$ cat src/vet_pkg.sv
package vet_pkg;
    localparam int TABLE_DEPTH = 32;
    localparam int IDX_W = $clog2(TABLE_DEPTH);
    localparam int CNT_W = 6;

    localparam logic       OP_MARK  = 1'b0;
    localparam logic       OP_SWEEP = 1'b1;

    localparam logic [2:0] KIND_DONE     = 3'd0;
    localparam logic [2:0] KIND_FULL     = 3'd1;
    localparam logic [2:0] KIND_CHANGES  = 3'd2;
    localparam logic [2:0] KIND_REMOVE   = 3'd3;
    localparam logic [2:0] KIND_INSERTED = 3'd4;
    localparam logic [2:0] KIND_UPDATED  = 3'd5;
    localparam logic [2:0] KIND_DROPPED  = 3'd6;

    // controller -> datapath
    typedef struct packed {
        logic load;       // latch the item fields, clear index
        logic rd;         // read entry at index
        logic step_mark;  // evaluate a read entry for a mark
        logic step_sweep; // evaluate a read entry for a sweep
        logic shift;      // move entry idx-1 into idx (insert)
        logic finish_mark;
        logic finish_sweep;
    } vet_cmd_t;

    // datapath -> controller
    typedef struct packed {
        logic is_sweep;
        logic walk_end;   // index reached count
        logic found;      // mark: position settled
        logic at_pos;     // shift reached insert position
    } vet_sts_t;
endpackage

$ cat src/vet_datapath.sv
module vet_datapath
(
    input  logic              clk,
    input  logic              rst_n,
    input  vet_pkg::vet_cmd_t cmd,
    output vet_pkg::vet_sts_t sts,
    input  logic              operation,
    input  logic [15:0]       entity_id,
    input  logic [7:0]        frame,
    input  logic              sweep_reset,
    output logic [15:0]       result_id,
    output logic [2:0]        result_kind,
    output logic [5:0]        entry_count,
    output logic              last,
    output logic              strobe
);
    import vet_pkg::*;

    logic [31:0] mem_q [TABLE_DEPTH];     // {id, first, last}
    logic [31:0] rd_q;

    logic              op_reg;
    logic [15:0]       id_reg;
    logic [7:0]        frame_reg;
    logic              kind_reg;
    logic [CNT_W-1:0]  count_reg, count_next;
    logic [CNT_W-1:0]  idx_reg, idx_next;   // read/shift index
    logic [CNT_W-1:0]  kept_reg, kept_next;
    logic [CNT_W-1:0]  pos_reg, pos_next;
    logic              hit_reg, hit_next, found_next;
    logic [15:0]       rid_reg, rid_next;
    logic [2:0]        rkind_reg, rkind_next;
    logic [5:0]        rcnt_reg, rcnt_next;
    logic              rlast_reg, rlast_next, rstb_reg, rstb_next;

    logic              mwe;
    logic [IDX_W-1:0]  maddr;
    logic [31:0]       mdata;

    logic [15:0] e_id;
    logic [7:0]  e_fs, e_ls, nxt, prv, fs_aged;
    logic [2:0]  skind;
    logic        stays;

    assign e_id = rd_q[31:16];
    assign e_fs = rd_q[15:8];
    assign e_ls = rd_q[7:0];
    assign nxt  = frame_reg + 8'd1;
    assign prv  = frame_reg - 8'd1;
    assign fs_aged = (e_fs == nxt) ? e_fs + 8'd1 : e_fs;
    assign stays = (e_ls != nxt);

    always_comb
    begin
        skind = KIND_DONE;
        if (e_ls == frame_reg)
            skind = (kind_reg || e_fs == frame_reg) ? KIND_FULL : KIND_CHANGES;
        else if (!kind_reg && e_ls == prv)
            skind = KIND_REMOVE;
    end

    always_comb
    begin
        count_next = count_reg;
        idx_next   = idx_reg;
        kept_next  = kept_reg;
        pos_next   = pos_reg;
        hit_next   = hit_reg;
        found_next = 1'b0;
        rid_next   = rid_reg;
        rkind_next = rkind_reg;
        rcnt_next  = rcnt_reg;
        rlast_next = 1'b0;
        rstb_next  = 1'b0;
        mwe   = 1'b0;
        maddr = idx_reg[IDX_W-1:0];
        mdata = 32'd0;
        if (cmd.load)
        begin
            idx_next = '0;
            kept_next = '0;
            hit_next = 1'b0;
        end
        if (cmd.rd)
            idx_next = idx_reg + 1'b1;
        if (cmd.step_mark)
        begin
            // entry idx_reg-1 was read
            if (e_id >= id_reg)
            begin
                found_next = 1'b1;
                pos_next = idx_reg - 1'b1;
                hit_next = (e_id == id_reg);
                // shift starts at the top; nothing moves on a hit or a full table
                if (e_id == id_reg || count_reg >= CNT_W'(TABLE_DEPTH))
                    idx_next = pos_next;
                else
                    idx_next = count_reg;
                if (e_id == id_reg)
                begin
                    mwe = 1'b1;
                    maddr = pos_next[IDX_W-1:0];
                    mdata = {e_id, (e_ls + 8'd1 != frame_reg) ? frame_reg : e_fs, frame_reg};
                end
            end
        end
        if (cmd.step_sweep)
        begin
            if (stays)
            begin
                mwe = 1'b1;
                maddr = kept_reg[IDX_W-1:0];
                mdata = {e_id, fs_aged, e_ls};
                kept_next = kept_reg + 1'b1;
            end
            if (skind != KIND_DONE)
            begin
                rstb_next = 1'b1;
                rid_next = e_id;
                rkind_next = skind;
                rcnt_next = (stays ? kept_reg + 1'b1 : kept_reg) + (count_reg - idx_reg);
            end
        end
        if (cmd.shift)
        begin
            // rd_q holds entry idx_reg-1; write it to idx_reg
            mwe = 1'b1;
            maddr = idx_reg[IDX_W-1:0];
            mdata = rd_q;
            idx_next = idx_reg - 1'b1;
        end
        if (cmd.finish_mark)
        begin
            rstb_next = 1'b1;
            rlast_next = 1'b1;
            rid_next = id_reg;
            if (hit_reg)
                rkind_next = KIND_UPDATED;
            else if (count_reg >= CNT_W'(TABLE_DEPTH))
                rkind_next = KIND_DROPPED;
            else
            begin
                rkind_next = KIND_INSERTED;
                mwe = 1'b1;
                maddr = pos_reg[IDX_W-1:0];
                mdata = {id_reg, frame_reg, frame_reg};
                count_next = count_reg + 1'b1;
            end
            rcnt_next = hit_reg || count_reg >= CNT_W'(TABLE_DEPTH)
                        ? count_reg : count_reg + 1'b1;
        end
        if (cmd.finish_sweep)
        begin
            rstb_next = 1'b1;
            rlast_next = 1'b1;
            rid_next = 16'd0;
            rkind_next = KIND_DONE;
            rcnt_next = kept_reg;
            count_next = kept_reg;
        end
    end

    // read address: walk uses idx_reg, shift reads idx_reg-1
    logic [IDX_W-1:0] raddr;
    assign raddr = (idx_reg == '0) ? '0 : IDX_W'(idx_reg - 1'b1);

    always_ff @(posedge clk)
    begin
        if (mwe)
            mem_q[maddr] <= mdata;
        rd_q <= mem_q[cmd.rd ? idx_reg[IDX_W-1:0] : raddr];
        if (cmd.load)
        begin
            op_reg <= operation;
            id_reg <= entity_id;
            frame_reg <= frame;
            kind_reg <= sweep_reset;
        end
        rid_reg <= rid_next;
        rkind_reg <= rkind_next;
        rcnt_reg <= rcnt_next;
        rlast_reg <= rlast_next;
        pos_reg <= cmd.load ? count_reg : pos_next;
    end

    always_ff @(posedge clk or negedge rst_n)
    begin
        if (!rst_n)
        begin
            count_reg <= '0;
            idx_reg <= '0;
            kept_reg <= '0;
            hit_reg <= 1'b0;
            rstb_reg <= 1'b0;
        end
        else
        begin
            count_reg <= count_next;
            idx_reg <= idx_next;
            kept_reg <= kept_next;
            hit_reg <= hit_next;
            rstb_reg <= rstb_next;
        end
    end

    assign sts.is_sweep = op_reg;
    assign sts.walk_end = (idx_reg == count_reg);
    assign sts.found    = found_next;
    assign sts.at_pos   = (idx_reg == pos_reg);

    assign result_id = rid_reg;
    assign result_kind = rkind_reg;
    assign entry_count = rcnt_reg;
    assign last = rlast_reg;
    assign strobe = rstb_reg;
endmodule

$ cat src/vet_ctrl.sv
module vet_ctrl
(
    input  logic              clk,
    input  logic              rst_n,
    input  logic              start,
    output logic              busy,
    output vet_pkg::vet_cmd_t cmd,
    input  vet_pkg::vet_sts_t sts,
    output logic              shift_go,
    input  logic              shift_done
);
    import vet_pkg::*;

    typedef enum logic [2:0] {
        ST_IDLE, ST_DISPATCH, ST_READ, ST_EVAL, ST_SHIFT_RD, ST_SHIFT_WR,
        ST_FINISH, ST_DRAIN
    } state_t;

    state_t state_reg, state_next;

    always_comb
    begin
        state_next = state_reg;
        cmd = '0;
        shift_go = 1'b0;
        case (state_reg)
            ST_IDLE:
            begin
                if (start)
                begin
                    cmd.load = 1'b1;
                    state_next = ST_DISPATCH;
                end
            end
            ST_DISPATCH, ST_READ:
            begin
                if (sts.walk_end)
                    state_next = sts.is_sweep ? ST_FINISH : ST_SHIFT_RD;
                else
                begin
                    cmd.rd = 1'b1;
                    state_next = ST_EVAL;
                end
            end
            ST_EVAL:
            begin
                if (sts.is_sweep)
                begin
                    cmd.step_sweep = 1'b1;
                    state_next = ST_READ;
                end
                else
                begin
                    cmd.step_mark = 1'b1;
                    state_next = sts.found ? ST_SHIFT_RD : ST_READ;
                end
            end
            ST_SHIFT_RD:
            begin
                // start the shifter; it answers at once when the slot is open
                shift_go = 1'b1;
                state_next = shift_done ? ST_FINISH : ST_SHIFT_WR;
            end
            ST_SHIFT_WR:
            begin
                if (shift_done)
                    state_next = ST_FINISH;
            end
            ST_FINISH:
            begin
                if (sts.is_sweep)
                    cmd.finish_sweep = 1'b1;
                else
                    cmd.finish_mark = 1'b1;
                state_next = ST_DRAIN;
            end
            ST_DRAIN:
                state_next = ST_IDLE;
            default:
                state_next = ST_IDLE;
        endcase
    end

    always_ff @(posedge clk or negedge rst_n)
    begin
        if (!rst_n)
            state_reg <= ST_IDLE;
        else
            state_reg <= state_next;
    end

    assign busy = (state_reg != ST_IDLE);
endmodule

$ cat src/vet_shift.sv
// Insert shifter: moves entries up one place, top down, to open the slot.
module vet_shift
(
    input  logic clk,
    input  logic rst_n,
    input  logic go,
    input  logic at_pos,
    output logic shift,
    output logic done
);
    typedef enum logic [1:0] {SH_IDLE, SH_READ, SH_WRITE} sh_state_t;
    sh_state_t state_reg, state_next;

    always_comb
    begin
        state_next = state_reg;
        shift = 1'b0;
        done = 1'b0;
        case (state_reg)
            SH_IDLE:
                if (go)
                    state_next = at_pos ? SH_IDLE : SH_READ;
            SH_READ:
                state_next = SH_WRITE;
            SH_WRITE:
            begin
                shift = 1'b1;
                state_next = SH_READ;
            end
            default:
                state_next = SH_IDLE;
        endcase
        if (state_reg == SH_READ && at_pos)
        begin
            state_next = SH_IDLE;
            done = 1'b1;
        end
        if (state_reg == SH_IDLE && go && at_pos)
            done = 1'b1;
    end

    always_ff @(posedge clk or negedge rst_n)
    begin
        if (!rst_n)
            state_reg <= SH_IDLE;
        else
            state_reg <= state_next;
    end
endmodule

$ cat src/visible_entity_table.sv
// Visible entity table. Start an item with start while busy is low; results
// come on strobe, one cycle each, and cannot be stalled. A mark walks the
// table from the low end until it meets an id not below its own (a read
// state, then an evaluate state, per entry); for an insert the shifter then
// moves the entries above the slot up one place (a read, then a write, each),
// then the mark reports. A sweep reads and evaluates each entry in turn
// through the single table memory and ends with done. The final result
// shows in the cycle before busy falls.
module visible_entity_table
(
    input  logic        clk,
    input  logic        rst_n,
    input  logic        start,
    output logic        busy,
    input  logic        operation,
    input  logic [15:0] entity_id,
    input  logic [7:0]  frame,
    input  logic        sweep_reset,
    output logic        strobe,
    output logic [15:0] result_id,
    output logic [2:0]  result_kind,
    output logic [5:0]  entry_count,
    output logic        last
);
    import vet_pkg::*;

    vet_cmd_t ccmd, dcmd;
    vet_sts_t sts;
    logic     sh_go, sh_shift, sh_done;

    vet_ctrl u_ctrl
    (
        .clk        (clk),
        .rst_n      (rst_n),
        .start      (start),
        .busy       (busy),
        .cmd        (ccmd),
        .sts        (sts),
        .shift_go   (sh_go),
        .shift_done (sh_done)
    );

    // Mark path: the controller starts the shifter and waits for its done;
    // the shifter steps the datapath until the insert slot is open.
    vet_shift u_shift
    (
        .clk    (clk),
        .rst_n  (rst_n),
        .go     (sh_go),
        .at_pos (sts.at_pos),
        .shift  (sh_shift),
        .done   (sh_done)
    );

    always_comb
    begin
        dcmd = ccmd;
        dcmd.shift = sh_shift;
    end

    vet_datapath u_dp
    (
        .clk         (clk),
        .rst_n       (rst_n),
        .cmd         (dcmd),
        .sts         (sts),
        .operation   (operation),
        .entity_id   (entity_id),
        .frame       (frame),
        .sweep_reset (sweep_reset),
        .result_id   (result_id),
        .result_kind (result_kind),
        .entry_count (entry_count),
        .last        (last),
        .strobe      (strobe)
    );
endmodule

$ cat config.mk
export PLATFORM = sky130hd
export DESIGN_NAME = visible_entity_table
export DESIGN_NICKNAME = d
export VERILOG_FILES = /design/src/vet_pkg.sv /design/src/vet_datapath.sv /design/src/vet_ctrl.sv /design/src/vet_shift.sv /design/src/visible_entity_table.sv
export SDC_FILE = /design/constraint.sdc
export NUM_CORES = 1
export LEC_CHECK = 0
export ABC_CLOCK_PERIOD_IN_PS = 5500
export BUFFER_PORTS_ARGS = -buffer_cell sky130_fd_sc_hd__buf_2
export CAP_MARGIN = 20
export CORE_MARGIN = 2
export CORE_UTILIZATION = 62
export CTS_CLUSTER_DIAMETER = 200
export DETAILED_ROUTE_END_ITERATION = 16
export MAX_ROUTING_LAYER = met4
export PLACE_DENSITY_LB_ADDON = 0.12
export SLEW_MARGIN = 10
export SYNTH_ARGS = -nofsm -noshare
export SYNTH_HDL_FRONTEND = slang
export SYNTH_SLANG_ARGS = --single-unit
$ cat constraint.sdc
create_clock -name clk -period 5.5 [get_ports clk]
set_input_delay 0.55 -clock clk [delete_from_list [all_inputs] [get_ports clk]]
set_output_delay 0.55 -clock clk [all_outputs]
set_load 0.02 [all_outputs]
==> results of run 1 <==
[final cells by class]
| cell class | instances | area [um2] | share of cell area |
|---|---|---|---|
| Clock buffer | 133 | 2902 | 0.05481 |
| Sequential cell | 1139 | 33560 | 0.6338 |
| Clock inverter | 76 | 775.7 | 0.01465 |
| Timing Repair Buffer | 203 | 1943 | 0.03670 |
| Tap cell | 969 | 1212 | 0.02290 |
| Inverter | 44 | 165.2 | 0.003120 |
| Multi-Input combinational cell | 2101 | 12390 | 0.2340 |
[final timing paths]
| check | start | end | slack [ns] | cells past startpoint |
|---|---|---|---|---|
| hold reg to reg | u_dp.result_kind[2] | u_dp.result_kind[2] | 0.49 | 1 |
| min in group asynchronous | rst_n | u_ctrl.state_reg[0] | 0.41 | 2 |
| max in group asynchronous | rst_n | u_dp.count_reg[3] | 4.70 | 2 |
| setup reg to reg | u_dp.count_reg[0] | u_dp.rd_q[27] | 0.49 | 11 |
| setup / recovery | u_dp.count_reg[0] | u_dp.rd_q[27] | 0.49 | 11 |
| hold / removal | entity_id[9] | u_dp.id_reg[9] | 0.04 | 1 |
[routing by layer]
layer | up-vias | global-route usage
met4 | 0 | 0.1107
met2 | 1836 | 0.5280
met1 | 15173 | 0.4976
met5 | - | -
met3 | 251 | 0.05020
li1 | 13351 | -
[metrics by stage]
| step | cells | util | worst slack, ns | instance area (um2) |
|---|---|---|---|---|
| after CTS | 4657 | 0.7093 | 0.4616 | 52800 |
| final | 4665 | 0.7111 | 0.4908 | 52940 |
| after global routing | 4665 | 0.7111 | 0.2412 | 52940 |
| after detailed placement | 4447 | 0.6597 | 0.5210 | 49120 |
| after global placement | 4446 | 0.6595 | 0.1506 | 49100 |
| after floorplan | 3512 | - | 0.8973 | 46570 |
[layout by cell type, fill, tap and decap left out, types with 11 or more instances in the layout]
cell type	n
edfxtp_1	1062
nand2_1	841
nand3_1	288
mux2i_1	139
a31oi_1	137
a32oi_1	129
clkbuf_16	112
buf_4	98
o21ai_0	63
buf_2	57
nor2_1	53
dfxtp_1	52
xnor2_1	49
inv_1	43
buf_12	42
a21oi_1	36
nor4_1	35
nor2_4	32
ha_1	32
clkinv_2	28
clkinv_1	25
dfrtp_1	25
clkbuf_1	19
xor2_1	18
nand4_1	16
nor3_1	16
o221a_2	16
or3_1	14
bufinv_16	14
nand2b_1	13
a21o_1	11
o21ai_2	11
[cell families after synthesis]
kind of cell / synth area share
and+or+nand+nor: 0.1258
muxes: 0.03058
adders and majority gates: 0.01075
xor gates and xnor gates: 0.01260
DFF: 0.7206
buffers and inverters: 0.02348
AOI/OAI and AO/OA: 0.07617
[what timing repair did]
| item | in CTS | in global routing |
|---|---|---|
| hold buffers | 1 | 0 |
| endpoints found under the hold margin | 25 | 0 |
| buffers inserted | 0 | 0 |
==> summary.txt, run 1 <==
Setup path
  • Slowest-stage cell, CP: nor4_2
  • Startpoint types: flop
  • CP Buf/Inv Count: 3
  • Worst path required time: 5.99 ns
  • Critical path, cell by cell: inv_1 -> ha_1 -> nand4_1 -> o21ai_2 -> mux2_8 -> buf_12 -> buf_4 -> mux2i_1 -> a32oi_1 -> a31oi_1 -> nor4_2
  • Crit. End Element: flop
  • Setup CP Type: flop to flop
  • CP top delay family: compound AO/OA/AOI/OAI gates
  • Crit path largest cell delay: 0.83 ns
  • CP Max Fanout: 84
  • CP arrival: 5.50 ns

Drt
  • Routed Antenna Nets: 0
  • Via count: 30611
  • Drt wl/cell: 28.05 um
  • Routed wl met3: 14.32 mm
  • Final WL: 130.8 mm
  • DRC violations left: 0
  • Initial DRC count: 4293
  • WL met2: 60.39 mm
  • TritonRoute pass-1 iters: 6
  • Vias/cell: 6.562
  • Wl on met1: 52.05 mm
  • Top layer in use: met4

Clocking
  • Num CTS Buffers: 111
  • Clk sinks: 1139
  • H-tree Lvls: 3
  • Reg clk slew, reported paths: 0.06 ns
  • Worst skew pair latency: 0.69 ns
  • Clk buf depth: 3
  • CTS tree: yes
  • Post-cts resize count: 0
  • Clk root buf: clkbuf_16

Global route
  • Pin count of the biggest net entering global routing: 85
  • Overflow after GRT: 0
  • First-pass GRT wire length: 191.3 mm
  • Total global-route track usage: 0.3490
  • Number of global-route vias before repair: 29319
  • Initial antenna violation count: 1

Final layout
  • N_diodes: 0
  • Fillers: 4914
  • Biggest regs: u_dp.mem_q x1024, u_dp.rd_q x32
  • Largest register FFs: 1024
  • Area added between synthesis and finish: 13.69%
  • Nets@finish: 3666
  • Layout cells sized above 1: 0.1247
  • Top reg by flops: u_dp.mem_q

Synthesis
  • Share of flip-flops with an asynchronous set or reset: 0.02195
  • Synth top area cells: edfxtp_1, nand2_1, nand3_1, mux2i_1, a32oi_1
  • Most frequent cell after synthesis: edfxtp_1
  • Synth Instances: 3512
  • Synthesis-stage register bit count: 1139
  • Syn_nets: 3578
  • Sequential share of the synthesized area: 0.7206
  • Dominant cell type by area after synthesis: edfxtp_1
  • EDFF count, synth: 1062
  • Yosys top cell area share: 0.6848
  • Netlist cell types: 72
  • Mean Syn Cell Area: 13.26 um2
  • Mapped cell area: 46570 um2
  • Yosys warnings: 0
  • Top cells by count, synth: edfxtp_1, nand2_1, nand3_1
  • Synth Flop Type: edfxtp_1

Outcome
  • Status: finished clean

Placed design
  • GP Congestion: 0.8729
  • Post-DP HPWL: 75.71 mm
  • Port bufs: 56

Run
  • Number of max-cap violations: 0

Die
  • Die H: 278.1 um
  • DIE WIDTH: 278.1 um
  • Starting Density: 0.6255
  • # IOs: 57
  • Core ar.: 74450 um2
  • Num rows: 100
  • Die area: 77320 um2

STA
  • Max-slew headroom: 0.2507
  • Fmax achieved: 199.6 MHz
  • Least-Margin Pin Slew: 1.124 ns
  • Setup TNS: 0 ns
  • Slew Limit Fails: 0
  • Hold_ws: 0.03661 ns
  • Fin. Hold Viols: 0
  • Tmin final: 5.009 ns
  • RSZ-0062 raised after global routing: false
  • Final worst path period share: 0.9108
  • Final setup vio count: 0
  • Final Skew: 0.02866 ns

Worst hold path
  • Hold Path Class: input pin to flop
Power of run 1 is not shown: default switching activity piles up to over one toggle a cycle in this logic, so the estimate is an artifact.
==> run 2: changes to the inputs <==
--- a/config.mk
+++ b/config.mk
@@ -8,8 +8,10 @@
 export ABC_CLOCK_PERIOD_IN_PS = 5500
 export BUFFER_PORTS_ARGS = -buffer_cell sky130_fd_sc_hd__buf_2
 export CAP_MARGIN = 20
+export CELL_PAD_IN_SITES_DETAIL_PLACEMENT = 2
+export CELL_PAD_IN_SITES_GLOBAL_PLACEMENT = 2
 export CORE_MARGIN = 2
-export CORE_UTILIZATION = 62
+export CORE_UTILIZATION = 45
 export CTS_CLUSTER_DIAMETER = 200
 export DETAILED_ROUTE_END_ITERATION = 16
 export MAX_ROUTING_LAYER = met4
==> run 2 against run 1 <==
Against the previous run:
- worst setup slack got worse by 0.12 ns
- non-clock buffer count increased by 36
- die area increased by 37%
- clock skew increased by 0.0066 ns
- first-iteration DRC count decreased by 17%
- wire length increased by 37%
- critical path depth decreased by 1
- global-route usage decreased by 0.39 points
- hold slack got worse by 0.0019 ns
- sequential cell count unchanged
- critical endpoint is now u_dp.mem_q[13][6]
- highest routed layer unchanged
==> summary.txt, run 2 (same netlist as run 1, synthesis figures left out) <==
Setup path
  • CP top delay family: simple AND/OR/NAND/NOR gates
  • Worst path required time: 5.90 ns
  • Cell mode on critical path: nand3_1
  • CP Buf/Inv Count: 1
  • Critical path, cell by cell: ha_1 -> nand3_1 -> or3_1 -> a221o_1 -> o31ai_4 -> mux2i_1 -> o22ai_1 -> nand3_1 -> nor2_4 -> buf_12
  • Crit path largest cell delay: 0.78 ns
  • Startpoint types: flop
  • CP arrival: 5.53 ns
  • Slowest-stage cell, CP: o31ai_4
  • CP Max Fanout: 20
  • Crit. End Element: flop
  • Setup CP Type: flop to flop

Global route
  • First-pass GRT wire length: 257.9 mm
  • Initial antenna violation count: 3
  • Number of global-route vias before repair: 35277
  • Pin count of the biggest net entering global routing: 114
  • Overflow after GRT: 0
  • Total global-route track usage: 0.3452

Drt
  • Final WL: 179.5 mm
  • Vias/cell: 6.352
  • DRC violations left: 0
  • Drt wl/cell: 35.03 um
  • Via count: 32543
  • TritonRoute pass-1 iters: 5
  • Routed Antenna Nets: 0
  • Initial DRC count: 3545

STA
  • Slew Limit Fails: 0
  • Fmax achieved: 194.9 MHz
  • Final setup vio count: 0
  • RSZ-0062 raised after global routing: false
  • Setup TNS: 0 ns
  • Fin. Hold Viols: 0
  • Tmin final: 5.130 ns
  • Final Skew: 0.03524 ns
  • Max-slew headroom: 0.1995
  • Final worst path period share: 0.9328
  • Least-Margin Pin Slew: 1.201 ns

Final layout
  • Most frequent cells in the layout: edfxtp_1, nand2_1, nand3_1
  • Layout cells sized above 1: 0.1317
  • Area occupied by multi-input gates: 12400 um2
  • Nets@finish: 3711
  • Biggest regs: u_dp.mem_q x1024, u_dp.rd_q x32
  • Most common cell after layout, fill and taps aside: edfxtp_1
  • Reg area: 33560 um2
  • Fillers: 9626
  • Largest register FFs: 1024
  • Area added between synthesis and finish: 15.91%
  • Top reg by flops: u_dp.mem_q

Clocking
  • H-tree Lvls: 3
  • Num CTS Buffers: 120
  • Post-CTS Setup Bufs: 0
  • Clk sinks: 1139
  • Clk buf depth: 3
  • Worst skew pair latency: 0.73 ns
  • Clk root buf: clkbuf_16
  • Reg clk slew, reported paths: 0.07 ns
  • CTS tree: yes

Die
  • DIE WIDTH: 325.7 um
  • Die H: 325.7 um
  • # IOs: 57
  • Num rows: 118
  • Starting Density: 0.4519
  • Die area: 106100 um2
  • Core ar.: 103100 um2

Placed design
  • Post-DP HPWL: 103.6 mm
  • GP Congestion: 0.8423
  • Port bufs: 56

Worst hold path
  • Hold Path Class: input pin to flop

Outcome
  • Status: finished clean

Run
  • Number of max-cap violations: 0
==> run 2: cell count changes in the layout (fill, tap and decap cells not counted), moves of 4 or more <==
cell and change:
clkbuf_16 +8, clkinv_2 -6, dlygate4sd3_1 +15, buf_12 -4
nor4_2 -4, nor4_1 +4, clkinv_1 -7, buf_4 +25
clkbuf_1 +11, o21ai_1 -6
==> run 2: per-stage QoR <==
| stage | worst slack [ns] | area, um2 | utilization | hold WS (ns) | std cells |
|---|---|---|---|---|---|
| global route | 0.1862 | 53970 | 0.5237 | 0.005655 | 5122 |
| CTS | 0.4171 | 53890 | 0.5229 | 0.001022 | 5119 |
| global placement | 0.7427 | 49730 | 0.4826 | 0.4642 | 4878 |
| detailed placement | 0.5779 | 49820 | 0.4834 | 0.4991 | 4884 |
| floorplan | 0.8973 | 46570 | - | 0.2544 | 3512 |
| finish | 0.3698 | 53980 | 0.5238 | 0.03470 | 5123 |
==> run 2: worst paths after layout <==
| kind | depth (start not counted) | from | end | slack [ns] |
|---|---|---|---|---|
| worst max-delay path | 10 | u_dp.frame_reg[1] | u_dp.mem_q[13][6] | 0.37 |
| worst min register to register | 1 | u_shift.state_reg[0] | u_shift.state_reg[0] | 0.51 |
| max in group asynchronous | 2 | rst_n | u_dp.kept_reg[3] | 4.65 |
| worst min-delay path | 1 | entity_id[2] | u_dp.id_reg[2] | 0.03 |
| worst max register to register | 10 | u_dp.frame_reg[1] | u_dp.mem_q[13][6] | 0.37 |
| min in group asynchronous | 2 | rst_n | u_dp.count_reg[5] | 0.42 |
==> run 2: repair_timing <==
| action | CTS | global route |
|---|---|---|
| gates resized for setup | 0 | 0 |
| hold buffers | 16 | 0 |
| hold endpoints to repair | 40 | 0 |
==> run 2: worst reg2reg max path: cells and delay by family, from the launching register on <==
kind / cells / cell delay [ns]
compound gates: 3 / 1.67
fa+ha+maj: 1 / 0.28
buf+inv: 1 / 0.28
flops: 1 / 0.36
mux: 1 / 0.31
simple gates: 4 / 1.89
==> run 2: final cells by class <==
class,count,share of cell area
Antenna cell,1,0.00004636
Clock buffer,153,0.05848
Clock inverter,66,0.01391
Inverter,44,0.003060
Multi-Input combinational cell,2101,0.2298
Sequential cell,1139,0.6217
Tap cell,1380,0.03199
Timing Repair Buffer,239,0.04103
==> run 2: metal layers <==
layer,wire length (um),vias up,global-route usage
li1,-,13425,-
met1,72550,17351,0.4439
met2,89110,1411,0.5720
met3,12250,356,0.04872
met4,5559,0,0.1017
met5,0,-,-
Power of run 2 is left out for the same reason.
